$ cat src/sv/wrs_pkg.sv
package wrs_pkg;

    localparam int NSLOT = 8;
    localparam int TAG_W = 3;
    localparam int CNT_W = 4;
    localparam logic [15:0] MAX_CHUNK = 16'd32768;
    localparam logic [63:0] ALL_ONES = 64'hffff_ffff_ffff_ffff;

    localparam logic [2:0] K_OPEN_OK  = 3'd0;
    localparam logic [2:0] K_OPEN_BAD = 3'd1;
    localparam logic [2:0] K_READ     = 3'd2;
    localparam logic [2:0] K_CLOSE    = 3'd3;
    localparam logic [2:0] K_CANCEL   = 3'd4;

    localparam logic [2:0] C_DATA  = 3'd0;
    localparam logic [2:0] C_EOF   = 3'd2;
    localparam logic [2:0] C_ERROR = 3'd3;

    localparam logic [1:0] O_READ     = 2'd0;
    localparam logic [1:0] O_CLOSE    = 2'd1;
    localparam logic [1:0] O_PROGRESS = 2'd2;
    localparam logic [1:0] O_FINISH   = 2'd3;

    localparam logic [1:0] F_RUN    = 2'd0;
    localparam logic [1:0] F_DONE   = 2'd1;
    localparam logic [1:0] F_FAILED = 2'd2;
    localparam logic [1:0] F_CANCEL = 2'd3;

    localparam logic CFG_TOTAL = 1'b0;
    localparam logic CFG_CHUNK = 1'b1;

    typedef struct packed {
        logic [2:0]  kind;
        logic [2:0]  resp_tag;
        logic [2:0]  resp_class;
        logic [31:0] data_length;
        logic        local_write_failed;
    } in_word_t;

    typedef struct packed {
        logic [1:0]  out_kind;
        logic [2:0]  req_tag;
        logic [63:0] req_offset;
        logic [15:0] req_length;
        logic [63:0] bytes_done;
        logic [1:0]  final_state;
        logic        last;
    } out_word_t;

endpackage

$ cat src/sv/wrs_fifo.sv
module wrs_fifo
    import wrs_pkg::*;
(
    input  logic     clk,
    input  logic     rst_n,
    input  logic     push,
    input  in_word_t push_data,
    output logic     full,
    input  logic     pop,
    output in_word_t pop_data,
    output logic     empty
);

    in_word_t   mem_reg [2];
    logic       wp_reg;
    logic       rp_reg;
    logic [1:0] cnt_reg;

    assign full     = cnt_reg == 2'd2;
    assign empty    = cnt_reg == 2'd0;
    assign pop_data = mem_reg[rp_reg];

    always_ff @(posedge clk)
    begin
        if (push)
        begin
            mem_reg[wp_reg] <= push_data;
        end
    end

    always_ff @(posedge clk or negedge rst_n)
    begin
        if (!rst_n)
        begin
            wp_reg  <= 1'b0;
            rp_reg  <= 1'b0;
            cnt_reg <= 2'd0;
        end
        else
        begin
            if (push)
            begin
                wp_reg <= ~wp_reg;
            end
            if (pop)
            begin
                rp_reg <= ~rp_reg;
            end
            cnt_reg <= cnt_reg + {1'b0, push} - {1'b0, pop};
        end
    end

endmodule

$ cat src/sv/wrs_engine.sv
module wrs_engine
    import wrs_pkg::*;
(
    input  logic        clk,
    input  logic        rst_n,
    input  logic        cfg_we,
    input  logic        cfg_index,
    input  logic [63:0] cfg_data,
    input  logic        q_empty,
    input  in_word_t    q_data,
    output logic        q_pop,
    output logic        out_valid,
    output out_word_t   out_word,
    input  logic        out_stall
);

    typedef enum logic [1:0] {
        S_IDLE, S_PUMP, S_CHK, S_LAST
    } state_t;

    state_t      state_reg;
    logic [63:0] total_reg;
    logic [15:0] chunk_reg;
    logic [63:0] next_pos_reg;
    logic [63:0] eof_off_reg;
    logic        eof_seen_reg;
    logic [CNT_W-1:0] infl_reg;
    logic [NSLOT-1:0] busy_reg;
    logic [CNT_W-1:0] rcnt_reg;
    logic [63:0] bytes_reg;
    logic        failed_reg;
    logic        canc_reg;
    logic        fin_reg;
    logic        closing_reg;
    logic        cdone_reg;
    logic        open_reg;
    logic        ov_reg;
    out_word_t   ow_reg;
    out_word_t   pend_reg;
    logic        pend_v_reg;

    logic [63:0] soff_mem [NSLOT];
    logic [15:0] slen_mem [NSLOT];
    logic [63:0] roff_mem [NSLOT];
    logic [15:0] rlen_mem [NSLOT];

    logic [15:0] chunk_eff;
    logic [63:0] limit;
    logic [63:0] room;
    logic [TAG_W-1:0] free_tag;
    logic        has_free;
    logic [TAG_W-1:0] rtop;
    logic        can_issue;
    logic        xfer_done;
    logic        fin_cond;
    logic [1:0]  fin_code;
    logic        close_go;
    logic        finish_go;
    logic        out_free;
    logic        park_ok;
    logic        issue;
    logic [63:0] iss_off;
    logic [15:0] iss_len;
    logic        ow_load;
    out_word_t   ow_src;
    logic        rd_hit;
    logic        data_ok;
    logic        retry_push;
    logic [63:0] bytes_new;

    in_word_t    w;
    logic [63:0] r_off;
    logic [15:0] r_len;
    logic [15:0] n;
    logic [63:0] eof_min;

    assign q_pop     = (state_reg == S_IDLE) && !q_empty;
    assign out_valid = ov_reg;
    assign out_word  = ow_reg;
    assign w         = q_data;
    assign r_off     = soff_mem[w.resp_tag];
    assign r_len     = slen_mem[w.resp_tag];
    assign n         = (w.data_length > {16'd0, r_len}) ? r_len : w.data_length[15:0];
    assign eof_min   = (r_off < eof_off_reg) ? r_off : eof_off_reg;
    assign rtop      = rcnt_reg[TAG_W-1:0] - 1'b1;

    always_comb
    begin
        chunk_eff = chunk_reg;
        if (chunk_reg == 16'd0)
        begin
            chunk_eff = 16'd1;
        end
        else if (chunk_reg > MAX_CHUNK)
        begin
            chunk_eff = MAX_CHUNK;
        end
        limit = eof_seen_reg ? eof_off_reg : ((total_reg != 64'd0) ? total_reg : ALL_ONES);
        room  = limit - next_pos_reg;
        free_tag = '0;
        has_free = 1'b0;
        for (int i = NSLOT - 1; i >= 0; i--)
        begin
            if (!busy_reg[i])
            begin
                free_tag = TAG_W'(i);
                has_free = 1'b1;
            end
        end
        can_issue = !failed_reg && !canc_reg && open_reg && (infl_reg < CNT_W'(NSLOT))
                    && has_free && ((rcnt_reg != '0) || (next_pos_reg < limit));
        xfer_done = (rcnt_reg == '0) &&
                    (eof_seen_reg || ((total_reg != 64'd0) && (next_pos_reg >= total_reg)));
        fin_cond = !fin_reg && (infl_reg == '0) && (failed_reg || canc_reg || xfer_done);
        fin_code = failed_reg ? F_FAILED : (canc_reg ? F_CANCEL : F_DONE);
        close_go  = fin_cond && open_reg && !closing_reg;
        finish_go = fin_cond && !close_go && !(open_reg && !cdone_reg);

        out_free = !ov_reg || !out_stall;
        park_ok  = !pend_v_reg || out_free;
        issue    = (state_reg == S_PUMP) && can_issue && park_ok;
        if (rcnt_reg != '0)
        begin
            iss_off = roff_mem[rtop];
            iss_len = rlen_mem[rtop];
        end
        else
        begin
            iss_off = next_pos_reg;
            iss_len = (room < {48'd0, chunk_eff}) ? room[15:0] : chunk_eff;
        end

        ow_load = 1'b0;
        ow_src  = pend_reg;
        unique case (state_reg)
            S_PUMP: ow_load = issue && pend_v_reg;
            S_CHK:  ow_load = (close_go || finish_go) && pend_v_reg && out_free;
            S_LAST:
            begin
                ow_load     = pend_v_reg && out_free;
                ow_src.last = 1'b1;
            end
            default: ;
        endcase

        rd_hit  = (w.kind == K_READ) && busy_reg[w.resp_tag];
        data_ok = rd_hit && (w.resp_class == C_DATA) && !failed_reg && !canc_reg
                  && (n != 16'd0) && !w.local_write_failed;
        retry_push = data_ok && (n < r_len) && (rcnt_reg < CNT_W'(NSLOT));
        bytes_new  = data_ok ? bytes_reg + {48'd0, n} : bytes_reg;
    end

    always_ff @(posedge clk)
    begin
        if (issue)
        begin
            soff_mem[free_tag] <= iss_off;
            slen_mem[free_tag] <= iss_len;
        end
        if (q_pop && !fin_reg && retry_push)
        begin
            roff_mem[rcnt_reg[TAG_W-1:0]] <= r_off + {48'd0, n};
            rlen_mem[rcnt_reg[TAG_W-1:0]] <= r_len - n;
        end
    end

    always_ff @(posedge clk or negedge rst_n)
    begin
        if (!rst_n)
        begin
            state_reg    <= S_IDLE;
            total_reg    <= 64'd0;
            chunk_reg    <= MAX_CHUNK;
            next_pos_reg <= 64'd0;
            eof_off_reg  <= ALL_ONES;
            eof_seen_reg <= 1'b0;
            infl_reg     <= '0;
            busy_reg     <= '0;
            rcnt_reg     <= '0;
            bytes_reg    <= 64'd0;
            failed_reg   <= 1'b0;
            canc_reg     <= 1'b0;
            fin_reg      <= 1'b0;
            closing_reg  <= 1'b0;
            cdone_reg    <= 1'b0;
            open_reg     <= 1'b0;
            ov_reg       <= 1'b0;
            ow_reg       <= '0;
            pend_reg     <= '0;
            pend_v_reg   <= 1'b0;
        end
        else
        begin
            if (cfg_we)
            begin
                unique case (cfg_index)
                    CFG_TOTAL: total_reg <= cfg_data;
                    CFG_CHUNK: chunk_reg <= cfg_data[15:0];
                    default: ;
                endcase
            end
            if (ow_load)
            begin
                ov_reg <= 1'b1;
                ow_reg <= ow_src;
            end
            else if (!out_stall)
            begin
                ov_reg <= 1'b0;
            end
            unique case (state_reg)
                S_IDLE:
                begin
                    if (q_pop && !fin_reg)
                    begin
                        unique case (w.kind)
                            K_OPEN_OK:
                            begin
                                open_reg  <= 1'b1;
                                state_reg <= S_PUMP;
                            end
                            K_OPEN_BAD:
                            begin
                                failed_reg <= 1'b1;
                                pend_reg   <= '{O_PROGRESS, 3'd0, 64'd0, 16'd0, bytes_reg,
                                               F_RUN, 1'b0};
                                pend_v_reg <= 1'b1;
                                state_reg  <= S_CHK;
                            end
                            K_READ:
                            begin
                                if (rd_hit)
                                begin
                                    busy_reg[w.resp_tag] <= 1'b0;
                                    infl_reg  <= infl_reg - 1'b1;
                                    bytes_reg <= bytes_new;
                                    pend_reg  <= '{O_PROGRESS, 3'd0, 64'd0, 16'd0, bytes_new,
                                                   F_RUN, 1'b0};
                                    if (retry_push)
                                    begin
                                        rcnt_reg <= rcnt_reg + 1'b1;
                                    end
                                    if (w.resp_class == C_DATA)
                                    begin
                                        if (!failed_reg && !canc_reg)
                                        begin
                                            if (n == 16'd0)
                                            begin
                                                eof_seen_reg <= 1'b1;
                                                eof_off_reg  <= eof_min;
                                            end
                                            else if (w.local_write_failed)
                                            begin
                                                failed_reg <= 1'b1;
                                            end
                                        end
                                    end
                                    else if (w.resp_class == C_EOF)
                                    begin
                                        eof_seen_reg <= 1'b1;
                                        eof_off_reg  <= eof_min;
                                    end
                                    else if (w.resp_class == C_ERROR)
                                    begin
                                        if (!canc_reg)
                                        begin
                                            failed_reg <= 1'b1;
                                        end
                                    end
                                    pend_v_reg <= 1'b1;
                                    state_reg  <= S_PUMP;
                                end
                            end
                            K_CLOSE:
                            begin
                                if (closing_reg && !cdone_reg)
                                begin
                                    if ((w.resp_class == C_EOF || w.resp_class == C_ERROR)
                                        && !canc_reg)
                                    begin
                                        failed_reg <= 1'b1;
                                    end
                                    cdone_reg <= 1'b1;
                                    state_reg <= S_PUMP;
                                end
                            end
                            K_CANCEL:
                            begin
                                canc_reg  <= 1'b1;
                                state_reg <= S_CHK;
                            end
                            default: ;
                        endcase
                    end
                end
                S_PUMP:
                begin
                    if (!can_issue)
                    begin
                        state_reg <= S_CHK;
                    end
                    else if (park_ok)
                    begin
                        busy_reg[free_tag] <= 1'b1;
                        infl_reg   <= infl_reg + 1'b1;
                        pend_reg   <= '{O_READ, free_tag, iss_off, iss_len, bytes_reg,
                                        F_RUN, 1'b0};
                        pend_v_reg <= 1'b1;
                        if (rcnt_reg != '0)
                        begin
                            rcnt_reg <= rcnt_reg - 1'b1;
                        end
                        else
                        begin
                            next_pos_reg <= next_pos_reg + {48'd0, iss_len};
                        end
                    end
                end
                S_CHK:
                begin
                    if (close_go)
                    begin
                        if (park_ok)
                        begin
                            closing_reg <= 1'b1;
                            pend_reg    <= '{O_CLOSE, 3'd0, 64'd0, 16'd0, bytes_reg,
                                             F_RUN, 1'b0};
                            pend_v_reg  <= 1'b1;
                            state_reg   <= S_LAST;
                        end
                    end
                    else if (finish_go)
                    begin
                        if (park_ok)
                        begin
                            fin_reg    <= 1'b1;
                            pend_reg   <= '{O_FINISH, 3'd0, 64'd0, 16'd0, bytes_reg,
                                            fin_code, 1'b0};
                            pend_v_reg <= 1'b1;
                            state_reg  <= S_LAST;
                        end
                    end
                    else
                    begin
                        state_reg <= S_LAST;
                    end
                end
                S_LAST:
                begin
                    if (!pend_v_reg)
                    begin
                        state_reg <= S_IDLE;
                    end
                    else if (out_free)
                    begin
                        pend_v_reg <= 1'b0;
                        state_reg  <= S_IDLE;
                    end
                end
                default: state_reg <= S_IDLE;
            endcase
        end
    end

endmodule

$ cat src/sv/windowed_read_scheduler.sv
// channel | valid     | stall     | payload
// in      | in_valid  | in_stall  | in_word  (in_word_t)
// out     | out_valid | out_stall | out_word (out_word_t)
// cfg     | cfg_we    | -         | cfg_index, cfg_data
// A 2-deep queue takes input words; in_stall is high only while it is full.
// The engine handles one input at a time: it takes it, issues its read requests in
// the pump state, then ends the pump, checks close/finish and releases the last
// word; cancel and a refused open skip the pump. Each result is held in a park
// register before the output register; out_stall holds the engine only when park
// and output registers are both full. Slot and retry stores are unreset.
module windowed_read_scheduler
    import wrs_pkg::*;
(
    input  logic        clk,
    input  logic        rst_n,
    input  logic        in_valid,
    output logic        in_stall,
    input  in_word_t    in_word,
    output logic        out_valid,
    input  logic        out_stall,
    output out_word_t   out_word,
    input  logic        cfg_we,
    input  logic        cfg_index,
    input  logic [63:0] cfg_data
);

    logic     q_full;
    logic     q_empty;
    logic     q_pop;
    in_word_t q_data;

    assign in_stall = q_full;

    wrs_fifo u_fifo (
        .clk       (clk),
        .rst_n     (rst_n),
        .push      (in_valid && !q_full),
        .push_data (in_word),
        .full      (q_full),
        .pop       (q_pop),
        .pop_data  (q_data),
        .empty     (q_empty)
    );

    wrs_engine u_engine (
        .clk       (clk),
        .rst_n     (rst_n),
        .cfg_we    (cfg_we),
        .cfg_index (cfg_index),
        .cfg_data  (cfg_data),
        .q_empty   (q_empty),
        .q_data    (q_data),
        .q_pop     (q_pop),
        .out_valid (out_valid),
        .out_word  (out_word),
        .out_stall (out_stall)
    );

    a_pop_nonempty: assert property (@(posedge clk) disable iff (!rst_n)
        q_pop |-> !q_empty) else $error("pop from empty queue");

    a_stall_hold: assert property (@(posedge clk) disable iff (!rst_n)
        out_valid && out_stall |=> out_valid) else $error("output dropped");

    a_stall_stable: assert property (@(posedge clk) disable iff (!rst_n)
        out_valid && out_stall |=> $stable(out_word)) else $error("stalled word changed");

    a_fin_last: assert property (@(posedge clk) disable iff (!rst_n)
        out_valid && out_word.out_kind == O_FINISH |-> out_word.last)
        else $error("finish not last");

endmodule
$ cat config.mk
export PLATFORM = sky130hd
export DESIGN_NAME = windowed_read_scheduler
export DESIGN_NICKNAME = d
export VERILOG_FILES = /design/src/sv/wrs_pkg.sv /design/src/sv/wrs_fifo.sv /design/src/sv/wrs_engine.sv /design/src/sv/windowed_read_scheduler.sv
export SDC_FILE = /design/constraint.sdc
export NUM_CORES = 2
export LEC_CHECK = 0
export BUFFER_PORTS_ARGS = -buffer_cell sky130_fd_sc_hd__clkbuf_2
export CORE_AREA = 3 3 377 527
export DETAILED_ROUTE_END_ITERATION = 16
export DIE_AREA = 0 0 380 530
export PLACE_DENSITY = 0.65
export SLEW_MARGIN = 0
export SYNTH_ARGS = -nofsm -noshare
export SYNTH_HDL_FRONTEND = slang
export SYNTH_SLANG_ARGS = --single-unit
$ cat constraint.sdc
create_clock -name clk -period 20.3 [get_ports clk]
set_input_delay 2.03 -clock clk [delete_from_list [all_inputs] [get_ports clk]]
set_output_delay 2.03 -clock clk [all_outputs]
set_load 0.005 [all_outputs]
==> out/summary.txt <==
outcome - completed
Power Internal - 10300 uW
Initial Utilization - 0.469
async set-reset flop share out of synthesis - 0.308
Slew headroom - 0.0227
CTS clk-pin slew, worst paths - 0.07 ns
vias in the first global route - 60300
DIE HEIGHT - 530 um
slowest CP cell - nor2_1
Worst Path Max Fanout - 19
ANT nets after route - 0
final period utilization - 0.644
Power Density - 177 mW/mm2
sequential area share after synthesis - 0.617
Die X - 380 um
# clock sinks - 1970
WL/cell - 29.5 um
Worst Path Required - 20.98 ns
Clock power frac - 0.199
Slew @ Worst Pin - 1.46 ns
setup bufs post-CTS - 0
fillers - 16500
Area growth, synth to finish - 12.2%
Leakage - 0.0392 uW
pre-CTS setup slack - 7.57 ns
CP arrival - 13.77 ns
Slew Viols, Final - 0
die area - 0.201 mm2
Ys Warns - 0
share of cells above drive strength 1 - 0.159
DRC Markers - 0
CTS tree - done
#FFs+latches synth - 1970
total congestion overflow - 0
Max Clock Freq - 76.4 MHz
Clock Tree Buf Depth - 4
EDFF count, synth - 1364
hold crit path type - reg -> reg
Core Region - 0.194 mm2
FP Rows - 191
synth unique cells - 95
root buf cell - clkbuf_16
RSZ-0062 raised after global routing - no
Top-Level Pins - 266
final setup vio count - 0
Seq pwr share - 0.330
Setup TNS - 0 ns
post-synth design cell area - 0.0911 mm2
Final WS setup - 7.22 ns
sw frac - 0.432
total vias in the final route - 61000
IO Port Bufs - 265
1st-iter DRT viols - 6320
Worst path max stage delay - 0.88 ns
minimum clock period - 13.08 ns
Syn Nets - 7467
CP most frequent cell - nor2_1
fin nets - 7721
net load switching power - 7810 uW
antenna violations before repair - 12
most frequent cells in the layout - edfxtp_1, nand2_1, dfrtp_1
Reg area - 0.0562 mm2
hold_buf cts - 0
final setup skew - 0.0933 ns
max_cap viols - 0
logic gate share of total power - 0.471
Post-Syn Instances - 7050
Final GP Congestion - 0.983
later-pin clock latency in the skew report - 0.89 ns
post-cts gate resize count - 0
Max VDD drop - 210 uV
commonest register cell after synthesis - edfxtp_1
area of the multi-input gates - 0.0323 mm2
# H-tree levels - 4
first drt pass iteration count - 9
routed wire length - 297000 um
largest net degree at the start of global routing - 144
Final Hold Viols - 0
total CTS buffers - 189
syn avg cell area - 12.9 um2
Finished Core Util - 0.527
startpoint types - flip-flop
via-per-instance ratio - 6.06
crit end category - flip-flop
WS Path Type - reg -> reg
first-pass GRT wire length - 426000 um
GRT Util Overall - 0.291
leading cell type in the layout, fill and taps excluded - edfxtp_1
post-DP HPWL - 211000 um
## cells by family (layout without fill, tap and decap cells)
group	after synthesis	after routing	synth area share
other cells	0	10	0
xor+xnor	295	295	0.0284
fa+ha+maj	305	305	0.0425
simple gates	1746	1746	0.0891
flops	1970	1970	0.617
compound gates	1403	1403	0.0989
buf+inv	741	1146	0.0321
mux	590	590	0.0921
## critical path: cells and delay by family, from the launching register on
family | cells | cell delay (ns)
flip-flops | 1 | 0.40
adder cells (fa/ha/maj) | 3 | 0.84
AND/OR/NAND/NOR | 23 | 7.37
buffers and inverters | 2 | 0.59
XOR/XNOR | 2 | 0.40
AO/OA/AOI/OAI | 15 | 3.29
## area by class of cell
type                    instances  area share
diodes                         10    0.000245
clock buffers                 262      0.0531
flip-flops and latches       1970       0.550
repair buffers                420      0.0253
clock inverters                80     0.00852
well taps                    2605      0.0319
multi-input cells            4339       0.317
inverters                     384      0.0141
## power groups by stage
stage | combinational, uW | sequential [uW] | clock, uW
finish | 8530 | 5970 | 3610
global route | 9010 | 5990 | 3820
CTS | 8510 | 5970 | 3670
detailed placement | 8470 | 6050 | 0
global placement | 8340 | 6040 | 0
floorplan | 4800 | 5930 | 0
## stage by stage
step | power (uW) | cells | area (um2) | hold slack (ns)
global route | 18800 | 10100 | 102000 | 0.499
finish | 18100 | 10100 | 102000 | 0.472
global placement | 14400 | 9718 | 95800 | 0.455
detailed placement | 14500 | 9718 | 95800 | 0.460
floorplan | 10700 | 7050 | 91100 | 0.443
CTS | 18100 | 10100 | 102000 | 0.474
## path summary, 6_finish.rpt
kind | startpoint | to | slack, ns | cells past startpoint
worst max-delay path | u_engine.total_reg[13] | u_engine.next_pos_reg[63] | 7.22 | 45
worst min-delay path | u_engine.ow_src[144] | u_engine.ow_src[144] | 0.47 | 2
worst max register to register | u_engine.total_reg[13] | u_engine.next_pos_reg[63] | 7.22 | 45
worst min register to register | u_engine.ow_src[144] | u_engine.ow_src[144] | 0.47 | 2
max in group asynchronous | rst_n | u_engine.bytes_reg[49] | 16.21 | 4
min in group asynchronous | rst_n | u_engine.ow_src[9] | 1.16 | 1
## per-layer routing
metal,wire [um],GRT usage
met2,141000,0.482
met5,44,0
met4,25100,0.204
met1,111000,0.353
met3,19500,0.0388
## synthesized netlist by cell type, drive strengths merged (52+ instances only)
cell    number  area, um2
buf        110        559
o31ai      105        788
clkbuf     247        927
mux2       243       2740
edfxtp    1364      41000
nor3       127        641
nor2       358       1340
mux4       174       3920
nor4        57        357
xor2        95        832
dfrtp      541      13500
a211oi      64        480
ha         298       3730
a21o        89        668
o21ai      276       1380
nand2      687       2580
xnor2      200       1750
mux2i      173       1740
inv        384       1440
a21oi      451       2260
a22oi       78        586
nand3      134        676
nor2b       56        350
dfstp       65       1710
nand4      124        776
a221oi      52        455
No activity file was read; power rests on OpenSTA's default activity.
